==> config.mk <==
export PLATFORM = sky130hd
export DESIGN_NAME = text_console_cursor_writer
export DESIGN_NICKNAME = d
export VERILOG_FILES = /design/src/rtl/core/tccw_pkg.sv /design/src/rtl/core/tccw_fifo.sv /design/src/rtl/core/tccw_front.sv /design/src/rtl/core/tccw_back.sv /design/src/rtl/core/text_console_cursor_writer.sv
export SDC_FILE = /design/constraint.sdc
export NUM_CORES = 1
export LEC_CHECK = 0
export BUFFER_PORTS_ARGS = -buffer_cell sky130_fd_sc_hd__buf_2
export CAP_MARGIN = 20
export CORE_UTILIZATION = 40
export CTS_CLUSTER_SIZE = 25
export DETAILED_ROUTE_END_ITERATION = 6
export PLACE_DENSITY = 0.56
export REMOVE_ABC_BUFFERS = 1
export SETUP_SLACK_MARGIN = 0.4
export SYNTH_ARGS = -nofsm -noshare
export SYNTH_HDL_FRONTEND = slang
export SYNTH_SLANG_ARGS = --single-unit
==> constraint.sdc <==
create_clock -name i_clk -period 8 [get_ports i_clk]
set_input_delay 2 -clock i_clk [delete_from_list [all_inputs] [get_ports i_clk]]
set_output_delay 2 -clock i_clk [all_outputs]
set_load 0.005 [all_outputs]
==> src/rtl/core/tccw_pkg.sv <==
// Shared types, constants and codes for the text console cursor writer.
`timescale 1ns / 1ps
`default_nettype none

package tccw_pkg;

    // Default screen geometry.
    localparam int DEF_COLUMNS = 80;
    localparam int DEF_ROWS    = 25;

    // Cursor storage widths cover the largest supported geometry.
    localparam int COL_W = 7;
    localparam int ROW_W = 6;

    // Depth of the command queue and of the result queue.
    localparam int QUEUE_DEPTH = 4;

    // Character codes.
    localparam logic [7:0] CHAR_END       = 8'h00;
    localparam logic [7:0] CHAR_BACKSPACE = 8'h08;
    localparam logic [7:0] CHAR_NEWLINE   = 8'h0A;
    localparam logic [7:0] CHAR_BLANK     = 8'h20;

    // Operation codes of an input item.
    localparam logic [1:0] OP_PUT_MAIN  = 2'd0;
    localparam logic [1:0] OP_PUT_SIDE  = 2'd1;
    localparam logic [1:0] OP_LOAD_SIDE = 2'd2;
    localparam logic [1:0] OP_HOME_MAIN = 2'd3;

    // Configuration register indexes.
    localparam int CFG_IDX_W = 1;
    localparam logic [CFG_IDX_W-1:0] CFG_FOREGROUND = 1'd0;
    localparam logic [CFG_IDX_W-1:0] CFG_BACKGROUND = 1'd1;

    // Reset colors.
    localparam logic [3:0] RESET_FOREGROUND = 4'hF;
    localparam logic [3:0] RESET_BACKGROUND = 4'h0;

    // Command kinds decided by the front end.
    typedef logic [2:0] t_kind;
    localparam t_kind KIND_NONE      = 3'd0;
    localparam t_kind KIND_BACKSPACE = 3'd1;
    localparam t_kind KIND_NEWLINE   = 3'd2;
    localparam t_kind KIND_PRINT     = 3'd3;
    localparam t_kind KIND_LOAD      = 3'd4;
    localparam t_kind KIND_HOME      = 3'd5;

    // One input item.
    typedef struct packed {
        logic [1:0] operation;
        logic [7:0] char_code;
        logic [6:0] pos_x;
        logic [4:0] pos_y;
    } t_in_item;

    // One result item.
    typedef struct packed {
        logic        write_valid;
        logic [10:0] cell_index;
        logic [15:0] cell_value;
        logic        screen_cleared;
        logic [6:0]  cursor_x;
        logic [4:0]  cursor_y;
    } t_out_item;

    // A classified command passed from the front end to the back end.
    typedef struct packed {
        t_kind            kind;
        logic             use_side;
        logic [7:0]       char_code;
        logic [COL_W-1:0] load_col;
        logic [4:0]       load_row;
    } t_cmd;

endpackage : tccw_pkg

`default_nettype wire

==> src/rtl/core/tccw_fifo.sv <==
// Small first-word fall-through queue built from registers.
`timescale 1ns / 1ps
`default_nettype none

module tccw_fifo
    import tccw_pkg::*;
#(
    parameter int WIDTH = 8,
    parameter int DEPTH = QUEUE_DEPTH
) (
    input  wire logic             i_clk,
    input  wire logic             i_rst_n,
    input  wire logic             i_push,
    input  wire logic [WIDTH-1:0] i_data,
    output logic                  o_full,
    input  wire logic             i_pop,
    output logic [WIDTH-1:0]      o_data,
    output logic                  o_empty
);

    localparam int PTR_W = (DEPTH > 1) ? $clog2(DEPTH) : 1;
    localparam int CNT_W = $clog2(DEPTH + 1);
    localparam logic [PTR_W-1:0] LAST_PTR = PTR_W'(DEPTH - 1);
    localparam logic [CNT_W-1:0] FULL_CNT = CNT_W'(DEPTH);

    logic [WIDTH-1:0] r_mem [DEPTH];
    logic [PTR_W-1:0] r_wr_ptr, n_wr_ptr;
    logic [PTR_W-1:0] r_rd_ptr, n_rd_ptr;
    logic [CNT_W-1:0] r_count, n_count;
    logic             do_push;
    logic             do_pop;

    assign o_full  = (r_count == FULL_CNT);
    assign o_empty = (r_count == '0);
    assign o_data  = r_mem[r_rd_ptr];
    assign do_push = i_push && !o_full;
    assign do_pop  = i_pop && !o_empty;

    // Pointer and fill count updates.
    always_comb begin
        n_wr_ptr = r_wr_ptr;
        n_rd_ptr = r_rd_ptr;
        n_count  = r_count;
        if (do_push) begin
            n_wr_ptr = (r_wr_ptr == LAST_PTR) ? '0 : r_wr_ptr + 1'b1;
        end
        if (do_pop) begin
            n_rd_ptr = (r_rd_ptr == LAST_PTR) ? '0 : r_rd_ptr + 1'b1;
        end
        if (do_push && !do_pop) begin
            n_count = r_count + 1'b1;
        end else if (do_pop && !do_push) begin
            n_count = r_count - 1'b1;
        end
    end

    always_ff @(posedge i_clk) begin
        if (!i_rst_n) begin
            r_wr_ptr <= '0;
            r_rd_ptr <= '0;
            r_count  <= '0;
        end else begin
            r_wr_ptr <= n_wr_ptr;
            r_rd_ptr <= n_rd_ptr;
            r_count  <= n_count;
        end
    end

    // Storage carries no reset.
    always_ff @(posedge i_clk) begin
        if (do_push) begin
            r_mem[r_wr_ptr] <= i_data;
        end
    end

endmodule : tccw_fifo

`default_nettype wire

==> src/rtl/core/tccw_front.sv <==
// Front end: classifies each input item into a command for the back end.
`timescale 1ns / 1ps
`default_nettype none

module tccw_front
    import tccw_pkg::*;
#(
    parameter int COLUMNS = DEF_COLUMNS,
    parameter int ROWS    = DEF_ROWS
) (
    input  wire t_in_item i_item,
    output t_cmd          o_cmd
);

    localparam logic [7:0]       COLS_K   = 8'(COLUMNS);
    localparam logic [6:0]       ROWS_K   = 7'(ROWS);
    localparam logic [COL_W-1:0] LAST_COL = COL_W'(COLUMNS - 1);
    localparam logic [4:0]       LAST_ROW = 5'(ROWS - 1);

    // Decode the operation and the character class.
    always_comb begin
        o_cmd.char_code = i_item.char_code;
        o_cmd.use_side  = (i_item.operation == OP_PUT_SIDE) ||
                          (i_item.operation == OP_LOAD_SIDE);
        o_cmd.load_col  = ({1'b0, i_item.pos_x} >= COLS_K) ? LAST_COL : i_item.pos_x;
        o_cmd.load_row  = ({2'b00, i_item.pos_y} >= ROWS_K) ? LAST_ROW : i_item.pos_y;
        unique case (i_item.operation)
            OP_PUT_MAIN, OP_PUT_SIDE: begin
                if (i_item.char_code == CHAR_END) begin
                    o_cmd.kind = KIND_NONE;
                end else if (i_item.char_code == CHAR_BACKSPACE) begin
                    o_cmd.kind = KIND_BACKSPACE;
                end else if (i_item.char_code == CHAR_NEWLINE) begin
                    o_cmd.kind = KIND_NEWLINE;
                end else begin
                    o_cmd.kind = KIND_PRINT;
                end
            end
            OP_LOAD_SIDE: begin
                o_cmd.kind = KIND_LOAD;
            end
            default: begin
                o_cmd.kind = KIND_HOME;
            end
        endcase
    end

endmodule : tccw_front

`default_nettype wire

==> src/rtl/core/tccw_back.sv <==
// Back end: holds both cursors and turns each command into a result item.
`timescale 1ns / 1ps
`default_nettype none

module tccw_back
    import tccw_pkg::*;
#(
    parameter int COLUMNS = DEF_COLUMNS,
    parameter int ROWS    = DEF_ROWS
) (
    input  wire logic       i_clk,
    input  wire logic       i_rst_n,
    input  wire logic [7:0] i_attr,
    input  wire t_cmd       i_cmd,
    input  wire logic       i_cmd_valid,
    input  wire logic       i_res_full,
    output logic            o_cmd_pop,
    output t_out_item       o_result
);

    localparam logic [7:0]  COLS_K = 8'(COLUMNS);
    localparam logic [6:0]  ROWS_K = 7'(ROWS);
    localparam logic [13:0] COLS_M = 14'(COLUMNS);

    logic [COL_W-1:0] r_main_col, n_main_col;
    logic [ROW_W-1:0] r_main_row, n_main_row;
    logic [COL_W-1:0] r_side_col, n_side_col;
    logic [ROW_W-1:0] r_side_row, n_side_row;

    logic [COL_W-1:0] cur_col;
    logic [ROW_W-1:0] cur_row;
    logic [COL_W-1:0] wr_col;
    logic [7:0]       col_next;
    logic [6:0]       row_next;
    logic [COL_W-1:0] out_col;
    logic [ROW_W-1:0] out_row;
    logic [13:0]      addr_full;
    logic             is_char;
    logic             step;

    assign step      = i_cmd_valid && !i_res_full;
    assign o_cmd_pop = step;

    assign cur_col = i_cmd.use_side ? r_side_col : r_main_col;
    assign cur_row = i_cmd.use_side ? r_side_row : r_main_row;
    assign is_char = (i_cmd.kind == KIND_PRINT) || (i_cmd.kind == KIND_BACKSPACE) ||
                     (i_cmd.kind == KIND_NEWLINE);

    // Backspace writes at the column it steps back to.
    assign wr_col = (i_cmd.kind == KIND_BACKSPACE && cur_col != '0) ?
                    cur_col - 1'b1 : cur_col;
    assign addr_full = 14'(cur_row) * COLS_M + 14'(wr_col);

    // Cursor movement, line wrap and screen end.
    always_comb begin
        o_result                = '0;
        col_next                = {1'b0, cur_col};
        row_next                = {1'b0, cur_row};
        out_col                 = cur_col;
        out_row                 = cur_row;
        case (i_cmd.kind)
            KIND_PRINT: begin
                o_result.write_valid = 1'b1;
                o_result.cell_index  = addr_full[10:0];
                o_result.cell_value  = {i_attr, i_cmd.char_code};
                col_next             = {1'b0, cur_col} + 8'd1;
            end
            KIND_BACKSPACE: begin
                o_result.write_valid = 1'b1;
                o_result.cell_index  = addr_full[10:0];
                o_result.cell_value  = {i_attr, CHAR_BLANK};
                col_next             = {1'b0, wr_col};
            end
            KIND_NEWLINE: begin
                col_next = '0;
                row_next = {1'b0, cur_row} + 7'd1;
            end
            default: begin
            end
        endcase
        if (col_next >= COLS_K) begin
            col_next = '0;
            row_next = {1'b0, cur_row} + 7'd1;
        end
        if (row_next >= ROWS_K) begin
            o_result.screen_cleared = 1'b1;
            col_next                = '0;
            row_next                = '0;
        end
        if (is_char) begin
            out_col = col_next[COL_W-1:0];
            out_row = row_next[ROW_W-1:0];
        end else if (i_cmd.kind == KIND_LOAD) begin
            out_col = i_cmd.load_col;
            out_row = ROW_W'(i_cmd.load_row);
        end else if (i_cmd.kind == KIND_HOME) begin
            out_col = '0;
            out_row = '0;
        end
        o_result.cursor_x = out_col;
        o_result.cursor_y = out_row[4:0];
    end

    // Write back the cursor that the command used.
    always_comb begin
        n_main_col = r_main_col;
        n_main_row = r_main_row;
        n_side_col = r_side_col;
        n_side_row = r_side_row;
        if (step) begin
            if (i_cmd.use_side) begin
                n_side_col = out_col;
                n_side_row = out_row;
            end else begin
                n_main_col = out_col;
                n_main_row = out_row;
            end
        end
    end

    always_ff @(posedge i_clk) begin
        if (!i_rst_n) begin
            r_main_col <= '0;
            r_main_row <= '0;
            r_side_col <= '0;
            r_side_row <= '0;
        end else begin
            r_main_col <= n_main_col;
            r_main_row <= n_main_row;
            r_side_col <= n_side_col;
            r_side_row <= n_side_row;
        end
    end

endmodule : tccw_back

`default_nettype wire

==> src/rtl/core/text_console_cursor_writer.sv <==
// Top level of the text console cursor writer: front end, queues and back end.
//
//  Channel   Direction  Handshake            Payload
//  input     in         push / full          i_item   (t_in_item)
//  result    out        empty / pop          o_result (t_out_item)
//  config    in         i_cfg_we, no wait    i_cfg_index, i_cfg_data
//
// One item is accepted per cycle while the command queue is not full, and one
// result is delivered per cycle while the result queue is not empty. A result
// shows on o_result after its item passes the command queue, where the back end
// updates the cursor from the queue head, and then the result queue, which takes
// it unless full. The cursor registers are updated once per command, which sets
// the rate. Reset homes both cursors, sets white on black and empties both
// queues. Either side may stall; each queue absorbs up to four items.
`timescale 1ns / 1ps
`default_nettype none

module text_console_cursor_writer
    import tccw_pkg::*;
#(
    parameter int COLUMNS = DEF_COLUMNS,
    parameter int ROWS    = DEF_ROWS
) (
    input  wire logic                 i_clk,
    input  wire logic                 i_rst_n,
    input  wire logic                 push,
    output logic                      full,
    input  wire t_in_item             i_item,
    output logic                      empty,
    input  wire logic                 pop,
    output t_out_item                 o_result,
    input  wire logic                 i_cfg_we,
    input  wire logic [CFG_IDX_W-1:0] i_cfg_index,
    input  wire logic [3:0]           i_cfg_data
);

    localparam int CMD_W = $bits(t_cmd);
    localparam int RES_W = $bits(t_out_item);

    logic [3:0] r_foreground;
    logic [3:0] r_background;
    t_cmd       front_cmd;
    t_cmd       back_cmd;
    logic       cmd_empty;
    logic       cmd_pop;
    logic       res_full;
    t_out_item  back_result;

    // Color registers.
    always_ff @(posedge i_clk) begin
        if (!i_rst_n) begin
            r_foreground <= RESET_FOREGROUND;
            r_background <= RESET_BACKGROUND;
        end else if (i_cfg_we) begin
            unique case (i_cfg_index)
                CFG_FOREGROUND: r_foreground <= i_cfg_data;
                default:        r_background <= i_cfg_data;
            endcase
        end
    end

    tccw_front #(
        .COLUMNS (COLUMNS),
        .ROWS    (ROWS)
    ) u_front (
        .i_item (i_item),
        .o_cmd  (front_cmd)
    );

    // Queue of classified commands between front and back.
    tccw_fifo #(
        .WIDTH (CMD_W),
        .DEPTH (QUEUE_DEPTH)
    ) u_cmd_queue (
        .i_clk   (i_clk),
        .i_rst_n (i_rst_n),
        .i_push  (push),
        .i_data  (front_cmd),
        .o_full  (full),
        .i_pop   (cmd_pop),
        .o_data  (back_cmd),
        .o_empty (cmd_empty)
    );

    tccw_back #(
        .COLUMNS (COLUMNS),
        .ROWS    (ROWS)
    ) u_back (
        .i_clk       (i_clk),
        .i_rst_n     (i_rst_n),
        .i_attr      ({r_background, r_foreground}),
        .i_cmd       (back_cmd),
        .i_cmd_valid (!cmd_empty),
        .i_res_full  (res_full),
        .o_cmd_pop   (cmd_pop),
        .o_result    (back_result)
    );

    // Result queue toward the consumer.
    tccw_fifo #(
        .WIDTH (RES_W),
        .DEPTH (QUEUE_DEPTH)
    ) u_res_queue (
        .i_clk   (i_clk),
        .i_rst_n (i_rst_n),
        .i_push  (cmd_pop),
        .i_data  (back_result),
        .o_full  (res_full),
        .i_pop   (pop),
        .o_data  (o_result),
        .o_empty (empty)
    );

endmodule : text_console_cursor_writer

`default_nettype wire

==> impl_metrics.prom, run 1 <==
# TYPE chip_impl_metric gauge
chip_impl_info{name="status",value="finished clean"} 1
chip_impl_info{name="hold_path_class",value="flip-flop to flip-flop"} 1
chip_impl_metric{name="final-setup-viol-count",unit=""} 0
chip_impl_metric{name="detail_route.vias_per_cell",unit=""} 5.28
chip_impl_metric{name="post_cts_resized",unit=""} 0
chip_impl_metric{name="drv_cap",unit=""} 0
chip_impl_metric{name="pwr_density_cell",unit="nW/µm²"} 399
chip_impl_metric{name="synth-edff-count",unit=""} 260
chip_impl_metric{name="dieArea",unit="µm²"} 35200
chip_impl_metric{name="fin_total_pwr",unit="mW"} 6.26
chip_impl_metric{name="antenna_found_initial",unit=""} 1
chip_impl_metric{name="post_cts_hold_buffer_count",unit=""} 0
chip_impl_metric{name="first_pass_grt_wire_length",unit="mm"} 44.4
chip_impl_metric{name="place_inst",unit=""} 1386
chip_impl_metric{name="cp_slowest_stage_delay",unit="ns"} 0.88
chip_impl_info{name="synth_ff_type",value="edfxtp_1"} 1
chip_impl_info{name="cts_tree",value="done"} 1
chip_impl_metric{name="detailroute.via_count",unit=""} 7637
chip_impl_metric{name="finalWirelength",unit="mm"} 27.2
chip_impl_metric{name="routed_wire_length_per_instance",unit="µm"} 18.8
chip_impl_metric{name="post_route_cells_drive_above_1_share",unit="%"} 24.9
chip_impl_metric{name="drtPass1Iterations",unit=""} 5
chip_impl_metric{name="max-slew-margin-rel",unit="%"} 32.7
chip_impl_info{name="synthTopCellsByCount",value="edfxtp_1, mux4_2, dfxtp_1"} 1
chip_impl_metric{name="grt_pass1_vias",unit=""} 7882
chip_impl_metric{name="finalSetupTns",unit="ns"} 0
chip_impl_metric{name="synth.avg_cell_area",unit="µm²"} 15.4
chip_impl_metric{name="regToRegSetupSlack",unit="ns"} 3.07
chip_impl_metric{name="worst-endpoint-required",unit="ns"} 8.26
chip_impl_metric{name="ys_types",unit=""} 70
chip_impl_metric{name="netlist_instances",unit=""} 894
chip_impl_metric{name="fp.dieW",unit="µm"} 188
chip_impl_metric{name="finalWeightedCongestion",unit=""} 0.901
chip_impl_metric{name="tritoncts.num_buffers",unit=""} 34
chip_impl_info{name="crit_top_cell",value="xnor2_1"} 1
chip_impl_metric{name="hold_vio_cnt_final",unit=""} 0
chip_impl_metric{name="detailed_place_hpwl",unit="mm"} 17.0
chip_impl_metric{name="period_needed",unit="ns"} 4.93
chip_impl_metric{name="io_buffer_count",unit=""} 74
chip_impl_metric{name="arrival",unit="ns"} 5.19
chip_impl_metric{name="die_h",unit="µm"} 188
chip_impl_metric{name="design.core.area",unit="µm²"} 33700
chip_impl_metric{name="maximum_level_of_the_cts_h_tree",unit=""} 2
chip_impl_metric{name="pin_count_of_the_biggest_net_entering_global_routing",unit=""} 49
chip_impl_info{name="rsz0062_at_grt",value="no"} 1
chip_impl_metric{name="asyncSetResetFlopFracSynth",unit="%"} 0
chip_impl_metric{name="post-cts-setup-buffer-count",unit=""} 0
chip_impl_info{name="critical-path-slowest-cell",value="dfxtp_1"} 1
chip_impl_info{name="post-synth-top-count-cell",value="edfxtp_1"} 1
chip_impl_metric{name="drc",unit=""} 0
chip_impl_metric{name="insertedDiodeCount",unit=""} 0
chip_impl_metric{name="vdd.ir_drop.worst",unit="µV"} 182
chip_impl_metric{name="mappedNetlistArea",unit="µm²"} 13800
chip_impl_metric{name="clk_latency",unit="ns"} 0.53
chip_impl_metric{name="cts_clock_pin_slew_for_the_worst_setup_and_hold_paths",unit="ns"} 0.06
chip_impl_info{name="crit_family",value="simple AND/OR/NAND/NOR gates"} 1
chip_impl_metric{name="cellLeakagePower",unit="nW"} 5.51
chip_impl_metric{name="slew_violations",unit=""} 0
chip_impl_metric{name="worstPathBufferInverterCount",unit=""} 2
chip_impl_info{name="clock_tree.root_cell",value="clkbuf_16"} 1
chip_impl_metric{name="std_cell_rows",unit=""} 67
chip_impl_metric{name="fin_worst_skew",unit="ns"} 0.0246
chip_impl_metric{name="fin_cells",unit=""} 1447
chip_impl_metric{name="area_growth",unit="%"} 14.0
chip_impl_info{name="netlist.top_cell.by_area",value="edfxtp_1"} 1
chip_impl_metric{name="drtIter0Drc",unit=""} 660
chip_impl_metric{name="yosys.area.top_type_share",unit="%"} 56.7
chip_impl_metric{name="synth-warning-count",unit=""} 0
chip_impl_metric{name="starting_density",unit="%"} 40.9
chip_impl_metric{name="cts_max_path_buffers",unit=""} 3
chip_impl_metric{name="yosys_register_bits",unit=""} 312
chip_impl_info{name="cp_cell_sequence",value="buf_4 -> mux4_2 -> or3b_4 -> nor3_1 -> xnor2_1 -> ha_1 -> inv_1 -> fa_1 -> nor2b_1 -> o21ai_0 -> nor3_1 -> xor2_1 -> xnor2_1 -> xnor2_1 -> nor2_1"} 1
chip_impl_metric{name="gr-usage-all-layers",unit="%"} 16.1
chip_impl_info{name="crit_type",value="flip-flop to flip-flop"} 1
chip_impl_metric{name="detail-route-antenna-nets",unit=""} 0
chip_impl_metric{name="synth_seq_area_share",unit="%"} 64.3
chip_impl_metric{name="final_min_period_over_clock_period",unit="%"} 61.7
chip_impl_info{name="synth.top_cells.by_area",value="edfxtp_1, mux4_2, dfxtp_1, ha_1, mux2i_1"} 1
chip_impl_metric{name="num-nets-final",unit=""} 1039
chip_impl_metric{name="worst-slew-pin-transition",unit="ns"} 1.01
chip_impl_metric{name="worstPathMaxFanout",unit=""} 21
chip_impl_metric{name="max_freq",unit="GHz"} 0.203
chip_impl_metric{name="clock-sinks",unit=""} 312
chip_impl_info{name="worstSetupEndpointType",value="flip-flop"} 1
chip_impl_metric{name="boundaryPins",unit=""} 75
chip_impl_metric{name="globalRouteOverflowTotal",unit=""} 0
chip_impl_info{name="worst_setup_path_start_kind",value="flip-flop"} 1
==> registers in the layout (all words and copies together), names as in the netlist, 4 cells and up, named ones only <==
register,count
r_background,4
r_foreground,4
u_back.r_main_col,7
u_back.r_main_row,6
u_back.r_side_col,7
u_back.r_side_row,6
u_cmd_queue.r_mem,96
u_res_queue.r_mem,164
==> kinds of logic (layout without fill, tap and decap cells) <==
group,after synthesis,count (layout),synth area share (%)
AO/OA/AOI/OAI,138,138,6.80
AND/OR/NAND/NOR,204,204,7.96
multiplexers,97,97,13.7
adder cells (fa/ha/maj),33,33,3.22
XOR/XNOR,21,21,1.34
buffers and inverters,89,194,2.73
flip-flops,312,312,64.3
==> layout make-up <==
class,count,area [µm²]
clock inverter,17,156
multi-input combinational,493,4560
sequential,312,8850
clock buffer,44,928
inverter,43,161
fill,2987,18000
timing repair buffer,90,490
tap,448,561
==> path summary, 6_finish.rpt <==
check | endpoint | startpoint | cells past startpoint
worst max-delay path | u_res_queue.r_mem[3][39] | flip-flop | 15
worst max register to register | u_res_queue.r_mem[3][39] | flip-flop | 15
worst min-delay path | r_foreground[0] | r_foreground[0] | 2
worst min register to register | r_foreground[0] | r_foreground[0] | 2
==> placed cells by master (no fill, tap or decap), types with 5 or more instances in the layout <==
| cell type | netlist | layout |
|---|---|---|
| a21boi_0 | 9 | 9 |
| a21oi_1 | 28 | 28 |
| a311oi_1 | 5 | 5 |
| a31oi_1 | 17 | 17 |
| and2_1 | 23 | 19 |
| and3_1 | 9 | 9 |
| buf_2 | 1 | 74 |
| buf_4 | 0 | 16 |
| clkbuf_1 | 27 | 6 |
| clkbuf_16 | 0 | 34 |
| clkinv_1 | 0 | 6 |
| dfxtp_1 | 52 | 50 |
| edfxtp_1 | 260 | 260 |
| ha_1 | 29 | 29 |
| inv_1 | 40 | 40 |
| mux2i_1 | 17 | 17 |
| mux2i_4 | 6 | 6 |
| mux4_2 | 65 | 65 |
| nand2_1 | 34 | 34 |
| nand2b_1 | 7 | 7 |
| nand3_1 | 17 | 17 |
| nand4_1 | 5 | 5 |
| nor2_1 | 39 | 37 |
| nor2b_1 | 21 | 21 |
| nor3_1 | 20 | 20 |
| nor3b_1 | 6 | 6 |
| o21ai_0 | 33 | 33 |
| o22ai_1 | 6 | 6 |
| xnor2_1 | 13 | 13 |
| xor2_1 | 8 | 8 |
==> power breakdown <==
group / internal [mW] / switching (mW) / leakage, nW
Clock: 0.865 / 0.630 / 0.529
Sequential: 2.30 / 0.165 / 2.85
Combinational: 0.921 / 1.38 / 2.13
Total: 4.09 / 2.18 / 5.51
==> metrics by stage <==
step	setup WS, ns	cell area, µm²	util, %	hold slack, ns
5_1_grt	2.60	15700	46.6	0.494
2_1_floorplan	2.74	13600	-	0.435
6_report	3.07	15700	46.6	0.463
4_1_cts	2.96	15700	46.6	0.469
3_5_place_dp	2.98	14600	43.4	0.461
3_3_place_gp	3.04	14600	43.4	0.450
==> tightest hold or removal path: cells and delay by family, from the launching register on <==
| kind | cells | cell delay [ns] |
|---|---|---|
| DFF | 1 | 0.32 |
| muxes | 1 | 0.06 |
| and+or+nand+nor | 1 | 0.06 |
==> layer usage <==
layer  vias up  track usage, %  share of wire, %
met3        45            2.81               4.4
met2       173            26.2                47
met5         -               0                 0
met1      3797            22.2                46
li1       3622               -                 -
met4         0            4.50               2.2
Power figures use the tool's default switching activity.
==> inputs of run 2 (changes only) <==
ABC_AREA = 1   (was not set)
clock period = 4.68 ns   (was 8 ns; I/O delays follow)
==> run 2 against run 1 <==
Clock power grew 75%. Routed wire length grew 15%. Register-to-register slack got worse by 2.2 ns. Core utilization rose by 0.21 points. Highest routed layer unchanged.
==> impl_metrics.prom, run 2 <==
# TYPE chip_impl_metric gauge
chip_impl_info{name="status",value="finished clean"} 1
chip_impl_metric{name="max_freq",unit="GHz"} 0.260
chip_impl_metric{name="worst_hold_slack",unit="ns"} 0.464
chip_impl_info{name="worstSetupEndpointType",value="flip-flop"} 1
chip_impl_info{name="synth.top_cells.by_area",value="edfxtp_1, dfxtp_1, nor2_1, o21ai_0, nand2_1"} 1
chip_impl_info{name="cp_cell_sequence",value="buf_4 -> buf_4 -> o21ai_0 -> nand2_1 -> nand2_4 -> inv_2 -> nor2_4 -> inv_2 -> nand2_1 -> nor2_1 -> a21oi_2 -> nand2_2 -> nand2_4 -> inv_2 -> nand2_1 -> nand2_1 -> nor2_2 -> nand2_4 -> nand3_1 -> nand2_1"} 1
chip_impl_metric{name="worstPathBufferInverterCount",unit=""} 5
chip_impl_metric{name="largest_register_ff_count",unit=""} 164
chip_impl_metric{name="worst-endpoint-required",unit="ns"} 4.91
chip_impl_metric{name="slew_violations",unit=""} 0
chip_impl_metric{name="vdd.ir_drop.worst",unit="µV"} 355
chip_impl_metric{name="synth-warning-count",unit=""} 0
chip_impl_info{name="regMostFlops",value="u_res_queue.r_mem"} 1
chip_impl_metric{name="drtPass1Iterations",unit=""} 5
chip_impl_metric{name="post_route_cells_drive_above_1_share",unit="%"} 16.4
chip_impl_metric{name="globalRouteOverflowTotal",unit=""} 0
chip_impl_metric{name="cellLeakagePower",unit="nW"} 6.36
chip_impl_metric{name="synth.area.mux_share",unit="%"} 0.141
chip_impl_metric{name="pin_count_of_the_biggest_net_entering_global_routing",unit=""} 83
chip_impl_metric{name="synth_seq_area_share",unit="%"} 62.4
chip_impl_metric{name="tritoncts.num_buffers",unit=""} 34
chip_impl_info{name="mostFrequentLayoutCells",value="edfxtp_1, nor2_1, o21ai_0"} 1
chip_impl_metric{name="fin_worst_skew",unit="ns"} 0.00715
chip_impl_metric{name="design.core.area",unit="µm²"} 34700
chip_impl_metric{name="die_h",unit="µm"} 190
chip_impl_metric{name="period_needed",unit="ns"} 3.85
chip_impl_metric{name="gr-usage-all-layers",unit="%"} 17.6
chip_impl_metric{name="clock-sinks",unit=""} 312
chip_impl_metric{name="final_min_period_over_clock_period",unit="%"} 82.3
chip_impl_metric{name="clk_latency",unit="ns"} 0.50
chip_impl_metric{name="io_buffer_count",unit=""} 74
chip_impl_metric{name="antenna_found_initial",unit=""} 0
chip_impl_info{name="leading_cell_type_in_the_layout_fill_and_taps_excluded",value="edfxtp_1"} 1
chip_impl_info{name="synth_top_family_by_area",value="simple AND/OR/NAND/NOR gates"} 1
chip_impl_metric{name="cts_max_path_buffers",unit=""} 3
chip_impl_metric{name="synth-edff-count",unit=""} 260
chip_impl_info{name="rsz0062_at_grt",value="no"} 1
chip_impl_metric{name="netlist_instances",unit=""} 1344
chip_impl_metric{name="detailed_place_hpwl",unit="mm"} 20.3
chip_impl_info{name="crit_family",value="simple AND/OR/NAND/NOR gates"} 1
chip_impl_metric{name="yosys_register_bits",unit=""} 312
chip_impl_metric{name="worstPathMaxFanout",unit=""} 37
chip_impl_metric{name="insertedDiodeCount",unit=""} 0
chip_impl_metric{name="maximum_level_of_the_cts_h_tree",unit=""} 2
chip_impl_metric{name="worst-slew-pin-transition",unit="ns"} 1.03
chip_impl_metric{name="synth.avg_cell_area",unit="µm²"} 10.6
chip_impl_info{name="worst_setup_path_start_kind",value="flip-flop"} 1
chip_impl_metric{name="detail-route-antenna-nets",unit=""} 0
chip_impl_metric{name="finalWirelength",unit="mm"} 31.4
chip_impl_metric{name="first_pass_grt_wire_length",unit="mm"} 49.9
chip_impl_metric{name="parity_gate_share_of_the_synthesized_area_counting_xor_and_xnor_cells",unit="%"} 0.803
chip_impl_metric{name="synth_simple_gate_area_share",unit="%"} 16.5
chip_impl_metric{name="ys_types",unit=""} 48
chip_impl_metric{name="fp.dieW",unit="µm"} 190
chip_impl_info{name="hold_path_class",value="flip-flop to flip-flop"} 1
chip_impl_metric{name="dieArea",unit="µm²"} 36200
chip_impl_metric{name="asyncSetResetFlopFracSynth",unit="%"} 0
chip_impl_info{name="critical-path-slowest-cell",value="dfxtp_1"} 1
chip_impl_metric{name="cp_slowest_stage_delay",unit="ns"} 0.30
chip_impl_metric{name="detailroute.via_count",unit=""} 9620
chip_impl_metric{name="cts_clock_pin_slew_for_the_worst_setup_and_hold_paths",unit="ns"} 0.06
chip_impl_info{name="reg.largest.list",value="u_res_queue.r_mem x164, u_cmd_queue.r_mem x96"} 1
chip_impl_metric{name="routed_wire_length_per_instance",unit="µm"} 16.5
chip_impl_info{name="crit_type",value="flip-flop to flip-flop"} 1
chip_impl_metric{name="detail_route.vias_per_cell",unit=""} 5.06
chip_impl_info{name="clock_tree.root_cell",value="clkbuf_16"} 1
chip_impl_metric{name="area_growth",unit="%"} 14.5
chip_impl_metric{name="max-slew-margin-rel",unit="%"} 31.1
chip_impl_info{name="crit_top_cell",value="nand2_1"} 1
chip_impl_info{name="post-synth-top-count-cell",value="edfxtp_1"} 1
chip_impl_metric{name="grt_pass1_vias",unit=""} 9118
chip_impl_info{name="cts_tree",value="done"} 1
chip_impl_info{name="synth_ff_type",value="edfxtp_1"} 1
chip_impl_metric{name="final-setup-viol-count",unit=""} 0
chip_impl_metric{name="drv_cap",unit=""} 0
chip_impl_metric{name="num-nets-final",unit=""} 1487
chip_impl_metric{name="fin_total_pwr",unit="mW"} 12.4
chip_impl_metric{name="post_cts_hold_buffer_count",unit=""} 0
chip_impl_metric{name="starting_density",unit="%"} 40.9
chip_impl_metric{name="arrival",unit="ns"} 4.08
chip_impl_metric{name="drc",unit=""} 0
chip_impl_metric{name="finalWeightedCongestion",unit=""} 0.911
chip_impl_metric{name="synth_adder_area_share",unit="%"} 3.12
chip_impl_info{name="synthTopCellsByCount",value="edfxtp_1, nor2_1, o21ai_0"} 1
chip_impl_metric{name="drtIter0Drc",unit=""} 648
chip_impl_metric{name="boundaryPins",unit=""} 75
chip_impl_metric{name="hold_vio_cnt_final",unit=""} 0
chip_impl_metric{name="pwr_density_cell",unit="nW/µm²"} 766
chip_impl_metric{name="fillCellCount",unit=""} 3173
chip_impl_metric{name="std_cell_rows",unit=""} 68
chip_impl_metric{name="mappedNetlistArea",unit="µm²"} 14200
chip_impl_info{name="netlist.top_cell.by_area",value="edfxtp_1"} 1
chip_impl_metric{name="synth_compound_gate_area_share",unit="%"} 11.3
chip_impl_metric{name="yosys.area.top_type_share",unit="%"} 55.0
[run 2: cell types whose count changed after synthesis, sizes merged, moves of 23 or more]
cell | previous run | this run
a21oi | 30 | 78
clkbuf | 27 | 51
inv | 43 | 129
mux2i | 25 | 2
mux4 | 65 | 0
nand2 | 34 | 165
nand3 | 18 | 67
nor2 | 40 | 247
o21ai | 37 | 155
o22ai | 6 | 43
[run 2: cell type report]
type                       count  area (µm²)  area share (%)
clock inverter                 9        67.6           0.416
timing repair buffer         105         628            3.87
multi-input combinational    839        4610            28.4
tap                          455         569            3.50
sequential                   312        8850            54.5
clock buffer                  53        1040            6.38
inverter                     130         488            3.00
[run 2: what timing repair did]
item                                    4_1_cts  5_1_grt
endpoints found under the setup margin        0       84
buffers inserted                              0        5
endpoints found under the hold margin         0        0
gates resized for setup                       0        5
[run 2: tightest hold or removal path: stages (launching register included)]
cell and delay [ns]:
dfxtp_1 0.29, inv_1 0.06, a21oi_1 0.06
[run 2: worst paths after layout]
path	start	end	slack (ns)	cells after the start
worst min register to register	r_background[0]	r_background[0]	0.46	2
worst min-delay path	r_background[0]	r_background[0]	0.46	2
worst max register to register	flip-flop	u_res_queue.r_mem[2][3]	0.83	20
worst max-delay path	flip-flop	u_res_queue.r_mem[2][3]	0.83	20
[run 2: report_power, final]
| group | internal [mW] | leakage, nW | switching (mW) | total (mW) |
|---|---|---|---|---|
| sequential | 4.14 | 2.85 | 0.176 | 4.31 |
| combinational | 1.74 | 2.96 | 3.78 | 5.52 |
| clock | 1.58 | 0.544 | 1.04 | 2.61 |
[run 2: metal layers]
layer,track usage [%],up-vias,routed length [µm]
met2,28.8,219,14400
met4,4.71,0,640
met5,0,-,0
met1,24.5,4580,15000
met3,2.48,43,1410
li1,-,4778,-
[run 2: cell families after synthesis]
| logic type | after synthesis |
|---|---|
| buffers and inverters | 193 |
| xor gates and xnor gates | 13 |
| muxes | 2 |
| DFF | 312 |
| AOI/OAI and AO/OA | 294 |
| adders and majority gates | 33 |
| and+or+nand+nor | 497 |
[run 2: stage by stage]
stage | instances | setup slack (ns) | setup TNS [ns] | utilization [%] | cell area [µm²]
after floorplan | 1281 | -0.216 | -11.24 | - | 13900
after global placement | 1836 | 0.648 | 0 | 43.3 | 15000
after detailed placement | 1836 | 0.548 | 0 | 43.3 | 15000
after CTS | 1898 | 0.521 | 0 | 46.5 | 16200
after global routing | 1903 | 0.422 | 0 | 46.8 | 16200
final | 1903 | 0.831 | 0 | 46.8 | 16200
